[config.mk]
export PLATFORM = sky130hd
export DESIGN_NAME = lowest_free_id_allocator
export DESIGN_NICKNAME = d
export VERILOG_FILES = /design/src/design/lfa_pkg.sv /design/src/design/lfa_ram.sv /design/src/design/lowest_free_id_allocator.sv
export SDC_FILE = /design/constraint.sdc
export NUM_CORES = 1
export LEC_CHECK = 0
export ABC_AREA = 1
export ABC_CLOCK_PERIOD_IN_PS = 18600
export BUFFER_PORTS_ARGS = -buffer_cell sky130_fd_sc_hd__buf_2
export CORE_MARGIN = 5
export CORE_UTILIZATION = 45
export DETAILED_ROUTE_END_ITERATION = 10
export HOLD_SLACK_MARGIN = 0.02
export PLACE_DENSITY = 0.71
export SYNTH_ARGS = -nofsm -noshare
export SYNTH_HDL_FRONTEND = slang
export SYNTH_SLANG_ARGS = --single-unit
[constraint.sdc]
create_clock -name clock -period 18.6 [get_ports clock]
set_clock_uncertainty 0.15 [all_clocks]
set_input_delay 1.86 -clock clock [delete_from_list [all_inputs] [get_ports clock]]
set_output_delay 1.86 -clock clock [all_outputs]
set_load 0.02 [all_outputs]
[src/design/lfa_pkg.sv]
// Shared constants and request codes for the lowest-free ID allocator.
// No dependencies.
`timescale 1ns / 1ps

package lfa_pkg;

   localparam int HOST_BITS_DEFAULT = 8;
   localparam int HOST_ID_WIDTH     = 8;
   localparam int RESULT_ID_WIDTH   = 8;

   typedef enum logic [1:0] {
      REQ_ALLOC   = 2'd0,
      REQ_FIND    = 2'd1,
      REQ_CHECK   = 2'd2,
      REQ_RELEASE = 2'd3
   } req_kind_type;

endpackage

[src/design/lfa_ram.sv]
// Generic simple dual-port RAM: one write port, one registered read port.
// No dependencies.
`timescale 1ns / 1ps

module lfa_ram #(
   parameter int WIDTH = 1,
   parameter int DEPTH = 511
) (
   input  logic                     clock,
   input  logic                     wr_en,
   input  logic [$clog2(DEPTH)-1:0] wr_addr,
   input  logic [WIDTH-1:0]         wr_data,
   input  logic                     rd_en,
   input  logic [$clog2(DEPTH)-1:0] rd_addr,
   output logic [WIDTH-1:0]         rd_data
);

   logic [WIDTH-1:0] mem_ff [DEPTH];
   logic [WIDTH-1:0] rd_data_ff;

   always_ff @(posedge clock) begin
      if (wr_en) begin
         mem_ff[wr_addr] <= wr_data;
      end
      if (rd_en) begin
         rd_data_ff <= mem_ff[rd_addr];
      end
   end

   assign rd_data = rd_data_ff;

endmodule

[src/design/lowest_free_id_allocator.sv]
// Top level of the lowest-free host-ID allocator: control sequencer around the flag tree.
// Depends on lfa_pkg and lfa_ram.
`timescale 1ns / 1ps

// The pool of 2^HOST_BITS IDs is kept as a heap-ordered binary tree of full flags in one
// RAM of 2^(HOST_BITS+1)-1 one-bit entries, visited one node per cycle. After reset the
// block sweeps the RAM to zero, one entry a cycle, and holds req_ready low meanwhile.
// One word is worked on at a time. Check reads the leaf; find reads the root and, if the pool
// is not full, walks down to the lowest free leaf; release clears the leaf and every node up
// to the root; allocate sets the leaf and then each parent as far as fullness climbs the
// tree. The single RAM read port sets the pace of one tree level per cycle. req_ready rises
// as the result is registered, even if that result is not yet taken.

module lowest_free_id_allocator #(
   parameter int HOST_BITS = lfa_pkg::HOST_BITS_DEFAULT
) (
   input  logic                                clock,
   input  logic                                reset,
   input  logic                                req_valid,
   output logic                                req_ready,
   input  logic [1:0]                          req_type,
   input  logic [lfa_pkg::HOST_ID_WIDTH-1:0]   req_host_id,
   output logic                                rsp_valid,
   input  logic                                rsp_ready,
   output logic [lfa_pkg::RESULT_ID_WIDTH-1:0] rsp_result_id,
   output logic                                rsp_found,
   output logic                                rsp_id_was_free
);

   localparam int ID_W       = HOST_BITS;
   localparam int NW         = HOST_BITS + 1;
   localparam int NODE_COUNT = (2 << HOST_BITS) - 1;
   localparam int LVL_W      = $clog2(HOST_BITS);
   localparam int HW         = lfa_pkg::HOST_ID_WIDTH;
   localparam int RW         = lfa_pkg::RESULT_ID_WIDTH;

   localparam logic [NW-1:0]    LEAF_BASE = NW'((1 << HOST_BITS) - 1);
   localparam logic [NW-1:0]    LAST_NODE = NW'(NODE_COUNT - 1);
   localparam logic [LVL_W-1:0] LAST_LVL  = LVL_W'(HOST_BITS - 1);

   typedef enum logic [2:0] {
      ST_CLEAR,
      ST_IDLE,
      ST_FIRST,
      ST_FIND,
      ST_ALLOC,
      ST_REL,
      ST_DONE
   } state_type;

   state_type             state_ff, state_in;
   lfa_pkg::req_kind_type kind_ff, kind_in;
   logic [ID_W-1:0]       id_ff, id_in;
   logic [NW-1:0]         node_ff, node_in;
   logic [LVL_W-1:0]      lvl_ff, lvl_in;
   logic [NW-1:0]         clr_ff, clr_in;
   logic                  found_ff, found_in;
   logic                  free_ff, free_in;
   logic                  rsp_valid_ff, rsp_valid_in;
   logic [RW-1:0]         rsp_id_ff, rsp_id_in;
   logic                  rsp_found_ff, rsp_found_in;
   logic                  rsp_free_ff, rsp_free_in;

   logic                  rd_en;
   logic [NW-1:0]         rd_addr;
   logic                  rd_data;
   logic                  wr_en;
   logic [NW-1:0]         wr_addr;
   logic                  wr_data;

   logic [ID_W+HW-1:0]    host_ext;
   logic [ID_W-1:0]       req_id;
   logic [ID_W+RW-1:0]    id_ext;
   logic [NW-1:0]         leaf;
   logic [NW-1:0]         parent;
   logic [NW-1:0]         left;
   logic [NW-1:0]         child;

   function automatic logic [NW-1:0] sibling_of(input logic [NW-1:0] n);
      return n[0] ? n + NW'(1) : n - NW'(1);
   endfunction

   assign host_ext = {{ID_W{1'b0}}, req_host_id};
   assign req_id   = host_ext[ID_W-1:0];
   assign id_ext   = {{RW{1'b0}}, id_ff};
   assign leaf     = LEAF_BASE + {1'b0, id_ff};
   assign parent   = (node_ff - NW'(1)) >> 1;
   assign left     = {node_ff[NW-2:0], 1'b1};
   assign child    = rd_data ? left + NW'(1) : left;

   lfa_ram #(
      .WIDTH(1),
      .DEPTH(NODE_COUNT)
   ) u_flags (
      .clock  (clock),
      .wr_en  (wr_en),
      .wr_addr(wr_addr),
      .wr_data(wr_data),
      .rd_en  (rd_en),
      .rd_addr(rd_addr),
      .rd_data(rd_data)
   );

   always_comb begin
      state_in     = state_ff;
      kind_in      = kind_ff;
      id_in        = id_ff;
      node_in      = node_ff;
      lvl_in       = lvl_ff;
      clr_in       = clr_ff;
      found_in     = found_ff;
      free_in      = free_ff;
      rsp_valid_in = rsp_valid_ff && !rsp_ready;
      rsp_id_in    = rsp_id_ff;
      rsp_found_in = rsp_found_ff;
      rsp_free_in  = rsp_free_ff;
      rd_en        = 1'b0;
      rd_addr      = node_ff;
      wr_en        = 1'b0;
      wr_addr      = node_ff;
      wr_data      = 1'b0;
      unique case (state_ff)
         ST_CLEAR: begin
            wr_en   = 1'b1;
            wr_addr = clr_ff;
            clr_in  = clr_ff + NW'(1);
            if (clr_ff == LAST_NODE) begin
               state_in = ST_IDLE;
            end
         end
         ST_IDLE: begin
            if (req_valid) begin
               kind_in  = lfa_pkg::req_kind_type'(req_type);
               id_in    = req_id;
               found_in = 1'b0;
               free_in  = 1'b0;
               rd_en    = 1'b1;
               rd_addr  = (req_type == lfa_pkg::REQ_FIND) ? '0 : LEAF_BASE + {1'b0, req_id};
               state_in = ST_FIRST;
            end
         end
         ST_FIRST: begin
            unique case (kind_ff)
               lfa_pkg::REQ_FIND: begin
                  if (rd_data) begin
                     id_in    = '0;
                     state_in = ST_DONE;
                  end else begin
                     node_in  = '0;
                     lvl_in   = '0;
                     rd_en    = 1'b1;
                     rd_addr  = NW'(1);
                     state_in = ST_FIND;
                  end
               end
               lfa_pkg::REQ_CHECK: begin
                  free_in  = !rd_data;
                  state_in = ST_DONE;
               end
               lfa_pkg::REQ_ALLOC: begin
                  free_in  = !rd_data;
                  wr_en    = 1'b1;
                  wr_addr  = leaf;
                  wr_data  = 1'b1;
                  node_in  = leaf;
                  rd_en    = 1'b1;
                  rd_addr  = sibling_of(leaf);
                  state_in = ST_ALLOC;
               end
               lfa_pkg::REQ_RELEASE: begin
                  free_in  = !rd_data;
                  wr_en    = 1'b1;
                  wr_addr  = leaf;
                  wr_data  = 1'b0;
                  node_in  = leaf;
                  state_in = ST_REL;
               end
               default: begin
                  state_in = ST_DONE;
               end
            endcase
         end
         ST_FIND: begin
            id_in   = {id_ff[ID_W-2:0], rd_data};
            node_in = child;
            lvl_in  = lvl_ff + LVL_W'(1);
            if (lvl_ff == LAST_LVL) begin
               found_in = 1'b1;
               state_in = ST_DONE;
            end else begin
               rd_en   = 1'b1;
               rd_addr = {child[NW-2:0], 1'b1};
            end
         end
         ST_ALLOC: begin
            if (rd_data) begin
               wr_en   = 1'b1;
               wr_addr = parent;
               wr_data = 1'b1;
               node_in = parent;
               if (parent == '0) begin
                  state_in = ST_DONE;
               end else begin
                  rd_en   = 1'b1;
                  rd_addr = sibling_of(parent);
               end
            end else begin
               state_in = ST_DONE;
            end
         end
         ST_REL: begin
            wr_en   = 1'b1;
            wr_addr = parent;
            wr_data = 1'b0;
            node_in = parent;
            if (parent == '0) begin
               state_in = ST_DONE;
            end
         end
         ST_DONE: begin
            if (!rsp_valid_ff || rsp_ready) begin
               rsp_valid_in = 1'b1;
               rsp_id_in    = id_ext[RW-1:0];
               rsp_found_in = found_ff;
               rsp_free_in  = free_ff;
               state_in     = ST_IDLE;
            end
         end
         default: begin
            state_in = ST_IDLE;
         end
      endcase
   end

   always_ff @(posedge clock) begin
      if (reset) begin
         state_ff     <= ST_CLEAR;
         clr_ff       <= '0;
         rsp_valid_ff <= 1'b0;
      end else begin
         state_ff     <= state_in;
         clr_ff       <= clr_in;
         rsp_valid_ff <= rsp_valid_in;
      end
      kind_ff      <= kind_in;
      id_ff        <= id_in;
      node_ff      <= node_in;
      lvl_ff       <= lvl_in;
      found_ff     <= found_in;
      free_ff      <= free_in;
      rsp_id_ff    <= rsp_id_in;
      rsp_found_ff <= rsp_found_in;
      rsp_free_ff  <= rsp_free_in;
   end

   assign req_ready       = (state_ff == ST_IDLE);
   assign rsp_valid       = rsp_valid_ff;
   assign rsp_result_id   = rsp_id_ff;
   assign rsp_found       = rsp_found_ff;
   assign rsp_id_was_free = rsp_free_ff;

endmodule
After elaboration in Yosys (flattened, before gate mapping)
Memory sizes are Yosys's and may differ from the RTL's. A register that Yosys moved wholly into a read port is not among the register bits.
Index checks and enable logic that the tools add are counted.
- flip-flop bits (word level): 47
- memory bits (writable): 511
- bits of input ports: 14
- output and inout port bits: 12
- word-level logic and storage cells: 123
- memories kept: 1
- $add $sub $neg: 10
- equality and inequality tests: 22
- muxes and demuxes: 54
- reductions and logical operators: 24
- memory list (name ; words ; bits a word ; rd ports ; clocked after memory_dff ; write ports ; RTL line ; source):
    u_flags.mem_ff ; 511 ; 1 ; 1 ; 1 ; 1 ; lfa_ram.sv:18 ; logic [WIDTH-1:0] mem_ff [DEPTH];
- operators by type and width (operator ; count):
    9-bit two-way mux ; 12
    9-bit one-hot mux with 4 select lines ; 3
    9-bit one-hot mux with 2 select lines ; 2
    9-bit by 1-bit adder with 9-bit output (second input constant) ; 3
    3-bit two-way mux ; 9
    8-bit two-way mux ; 3
    8-bit one-hot mux with 3 select lines ; 1
    3-bit one-hot mux with 7 select lines ; 1
    8-bit by 8-bit adder with 9-bit output (first input constant) ; 2
    9-bit by 1-bit subtractor with 9-bit output (second input constant) ; 2
    1-bit two-way mux ; 15
    2-bit inequality test (second input constant) ; 7
    3-bit equality test (second input constant) ; 4
    3-bit one-hot mux with 4 select lines ; 1
    3-bit AND reduction ; 4
    8-bit by 1-bit adder with 9-bit output (second input constant) ; 1
    9-bit equality test (second input constant) ; 1
    9-bit logical NOT ; 1
    8-bit by 1-bit subtractor with 9-bit output (second input constant) ; 1
    1-bit one-hot mux with 2 select lines ; 4
    4-bit AND reduction ; 2
    3-bit by 2-bit equality test with 1-bit output (second input constant) ; 2
    3-bit inequality test (second input constant) ; 2
    3-bit one-hot mux with 2 select lines ; 1
    other kinds (18) ; 26

Logic depth before layout (Yosys ltp)
- depth after elaboration: 6
- depth in mapped cells: 27
- gate-level depth less buffers: 24

Modules after synthesis
A second synthesis with hierarchy kept.
- cell total of the unflattened synthesis: 2988
- area total of the unflattened synthesis: 27483.9 µm²
- modules (own cells, without submodules) (module ; instances ; cells an instance ; area each (µm²) ; sequential area each (µm²)):
    lfa_ram ; 1 ; 2350 ; 23052.1 ; 15374.7
    lowest_free_id_allocator ; 1 ; 638 ; 4431.8 ; 1281.2

Least setup slack after synthesis
OpenSTA, ideal clock, no wires.
- path kind: register to register
- start: register state_ff[1]
- end: memory u_flags.mem_ff[0], data pin
- setup time: 1444 ps
- data arrival time: 7118 ps
- required time: 17006 ps
- setup slack: 9888 ps
- stages on the path, launching flop included: 8
- buffers on the path: 0
- period minus slack after synthesis: 8712 ps
- cells stage by stage: dfxtp_1 inv_2 nand2_2 nor2_4 inv_2 nor2_4 inv_1 nand2_1
- longest elaborated chain between the ends: 2
- elaborated cells between the ends (all ways): 3
- classes of those cells: eq/ne: 2; mux: 1
- RTL lines (item ; RTL line ; source):
    from (decl) ; lowest_free_id_allocator.sv:51 ; state_type state_ff, state_in;
    from (signal assigned) ; lowest_free_id_allocator.sv:241 ; state_ff <= state_in;
    3-bit equality test / 3-bit by 2-bit equality test with 1-bit output (equally long branches) ; lowest_free_id_allocator.sv:122 ; unique case (state_ff)
    1-bit one-hot mux with 2 select lines * ; lowest_free_id_allocator.sv:122 ;
    net u_flags.wr_data ; lfa_ram.sv:12 ; input logic [WIDTH-1:0] wr_data,
    to (decl) ; lfa_ram.sv:18 ;
The timed path passes the listed nets; every way through them passes the cells marked *.

Worst setup path in the final report
- start: register node_ff[1]
- end: register u_flags.rd_data_ff (netlist: u_flags.rd_data), read port of u_flags.mem_ff, data pin
- longest elaborated chain between the ends: 6
- elaborated cells between the ends (all ways): 17
- classes of those cells: add/sub: 4; mux: 12; reduce/logical: 1
- RTL lines (item ; RTL line ; source):
    from (decl) ; lowest_free_id_allocator.sv:54 ; logic [NW-1:0] node_ff, node_in;
    from (signal assigned) ; lowest_free_id_allocator.sv:247 ; node_ff <= node_in;
    9-bit by 1-bit subtractor with 9-bit output ; lowest_free_id_allocator.sv:87 ; assign parent = (node_ff - NW'(1)) >> 1;
    8-bit by 1-bit subtractor with 9-bit output / 8-bit by 1-bit adder with 9-bit output (equally long branches) ; lowest_free_id_allocator.sv:80 ; return n[0] ? n + NW'(1) : n - NW'(1);
    9-bit two-way mux ; lowest_free_id_allocator.sv:80 ;
    9-bit two-way mux ; lowest_free_id_allocator.sv:201 ; if (parent == '0) begin
    9-bit two-way mux ; lowest_free_id_allocator.sv:196 ; if (rd_data) begin
    9-bit one-hot mux with 4 select lines ; lowest_free_id_allocator.sv:122 ;
    to (decl) ; lfa_ram.sv:19 ; logic [WIDTH-1:0] rd_data_ff;
Parallel ways exist; a longest one is shown, timed or not.
A chain may end at the register's enable or synchronous reset.

==> flow_summary.toml <==
[status]
status = "finished, violations left"
violations = "max-slew violations"

[yosys]
synth_cells = 3189
synth_nets = 3234
yosys_register_bits = 559
synthesis.area_um2 = 29100
synth-seq-area-share_pct = 57.3
synth_edf_count = 546
yosysTopAreaCell = "edfxtp_1"
synth_top_area_share_pct = 56.4
synth_common_cells = "nor2_1, edfxtp_1, nand3_1"
synth_async_sr_flop_share_pct = 0
synthTopCellsByArea = "edfxtp_1, nand3_1, nor2_1"
ys_warn_count = 0
synth.avg_cell_area_um2 = 9.11
ys_types = 47
yosysMostFrequentCell = "nor2_1"
synth_ff_type = "edfxtp_1"

[setup_path]
path_common_cell = "nand3_1"
critPathLaunchType = "flip-flop"
path_cells = "inv_1 -> ha_1 -> ha_1 -> nand3_1 -> nor2_1 -> nand3_2 -> nand3_1 -> nand2_1 -> nand2_8 -> nand2_8 -> buf_4 -> buf_4 -> nand2_1 -> o211ai_1 -> nand3_1 -> nand3_1 -> nand3_1 -> nand3_1 -> nand3_1 -> nand3_1 -> nand2_1 -> nand2_1 -> nand2_1"
cp_data_required_time_ns = 18.83
critPathMaxStageDelay_ns = 0.89
crit_type = "reg2reg"
crit_family = "simple AND/OR/NAND/NOR gates"
cp_max_fo = 97
worst_path_max_delay_cell = "buf_4"
arrival_ns = 6.64
crit_buf_inv = 3
worst_setup_path_end_kind = "flip-flop"

[sta]
post-route-min-period_ns = 6.41
finalSetupViolCount = 0
worstMarginPinSlew_ns = 1.69
holdWs_ns = 0.281
timing.fmax_mhz = 156
final_hold_viol_count = 0
slew_headroom_pct = -12.9
rsz0062_at_grt = "no"
maxSlewViolCount = 121
fin_setup_tns_ns = 0
fin_crit_sh_pct = 34.5

[die]
start_util_pct = 45.2
core_area_um2 = 64200
die_w_um = 264
die_area_um2 = 69800
io_pins = 26
fp-row-count = 93
die_h_um = 264

[finish]
fill_cells = 5975
fin_cells = 3992
multi_input_area_um2 = 10200
seqCellArea_um2 = 16700
nets = 3133
drive_gt1_share_pct = 6.60
areaGrowthSynthToFinish_pct = 8.37
finish.instance_area_um2 = 31500
antennaDiodeCount = 0

[clocking]
cts_tree = "built"
cts_made_buffers = 57
clk_path_buf_depth = 3
h-tree-depth = 2
clk_pin_slew_ns = 0.06
cts_hold_buffers = 0
insertion_delay_ns = 0.62
root_buffer = "clkbuf_16"
post-cts-setup-buffers = 0
cts_resized = 0
cts_sinks = 559

[power_and_ir_drop]
seq_power_share_pct = 46.5
switching_power_mw = 0.790
p_leak_nw = 11.6
swShare_pct = 26.8
clkPwrFrac_pct = 40.5
pwr-share-comb_pct = 12.9
peakVddDrop_mv = 0.0724
power.density_nw_per_um2 = 93.8
p_int_mw = 2.16

[routing]
drtIter0Drc = 2732
drtPass1Iterations = 6
vias = 22631
totalWireLength_um = 82200
drc = 0
wire_per_inst_um = 20.6
viasPerCell = 5.67
ant_nets = 0

[place]
place.gp.congestion = 0.960
dp_cells = 3884
placement.io_buffers = 25
place_area_um2 = 29600
dp_hpwl_um = 43300

[flow_run]
drv_cap = 0

[global_route]
antenna_found_initial = 0
grt.overflow.total = 0
track_usage_pct = 22.6
grt_max_degree = 298
grt_pass1_vias = 21312
grt_pass1_wl_um = 124000

[hold_path]
min_path_type = "reg2reg"
-- cell usage in the layout (no fill, tap or decap), drive strengths merged, types with 9 or more instances in the layout --
cell type | netlist | final
buf | 121 | 59
nor2 | 607 | 607
clkbuf | 98 | 69
nand2 | 505 | 505
dfxtp | 13 | 13
o22ai | 10 | 10
edfxtp | 546 | 546
nand3 | 544 | 544
xor2 | 24 | 24
o211ai | 27 | 27
nand4 | 16 | 16
inv | 340 | 341
nor3 | 18 | 18
a21oi | 32 | 32
bufinv | 0 | 9
nand3b | 161 | 161
clkinv | 1 | 26
o21ai | 51 | 51
ha | 30 | 30
-- per-stage QoR --
stage	util (%)	power (mW)	setup slack (ns)
2_1_floorplan	-	1.65	9.89
3_3_place_gp	46.0	1.77	11.87
3_5_place_dp	46.0	1.77	11.78
4_1_cts	49.0	2.96	12.38
5_1_grt	49.0	3.04	11.86
6_report	49.0	2.95	12.19
-- cells by family after synthesis --
| family | synth area share, % |
|---|---|
| xor+xnor | 0.814 |
| fa+ha+maj | 1.36 |
| buf+inv | 8.08 |
| simple gates | 29.2 |
| flops | 57.3 |
| compound gates | 3.24 |
-- layout make-up --
cell class              count  share of cell area (%)
clock inverters            39                    1.34
repair buffers             59                    1.25
flip-flops and latches    559                    52.9
multi-input cells        2070                    32.2
well taps                 855                    3.40
inverters                 341                    4.07
clock buffers              69                    4.81
-- power by group through the flow --
stage / clock network [mW] / registers (mW) / logic [mW]
after floorplan: 0 / 1.40 / 0.249
after global placement: 0 / 1.40 / 0.370
after detailed placement: 0 / 1.40 / 0.374
after CTS: 1.21 / 1.37 / 0.376
after global routing: 1.26 / 1.37 / 0.409
final: 1.20 / 1.37 / 0.382
-- state kept, by name, indices dropped and copies added, names as in the netlist --
| register | flops |
|---|---|
| rsp_valid | 1 |
| state_ff | 3 |
| node_ff | 9 |
| lvl_ff | 3 |
| found_ff | 1 |
| rsp_result_id | 8 |
| u_flags.rd_data | 1 |
| rsp_found | 1 |
| u_flags.mem_ff | 511 |
| kind_ff | 2 |
| id_ff | 8 |
| clr_ff | 9 |
| free_ff | 1 |
| rsp_id_was_free | 1 |
-- routing by layer --
| metal | routed length (µm) | track usage [%] | vias to the layer above |
|---|---|---|---|
| met5 | 0 | 0 | - |
| li1 | - | - | 10478 |
| met2 | 38500 | 37.2 | 1114 |
| met4 | 2630 | 7.08 | 0 |
| met3 | 8240 | 4.02 | 168 |
| met1 | 32800 | 30.6 | 10871 |
-- worst paths after layout --
kind / to / slack, ns / startpoint / cells past startpoint
max reg2reg: u_flags.rd_data$_DFFE_PP_ / 12.19 / node_ff[1]$_DFFE_PP_ / 23
min: rsp_found$_DFFE_PP_ / 0.28 / found_ff$_DFFE_PP_ / 0
max: u_flags.rd_data$_DFFE_PP_ / 12.19 / node_ff[1]$_DFFE_PP_ / 23
min reg2reg: rsp_found$_DFFE_PP_ / 0.28 / found_ff$_DFFE_PP_ / 0
Note: power is estimated with default switching activity, not from simulation.
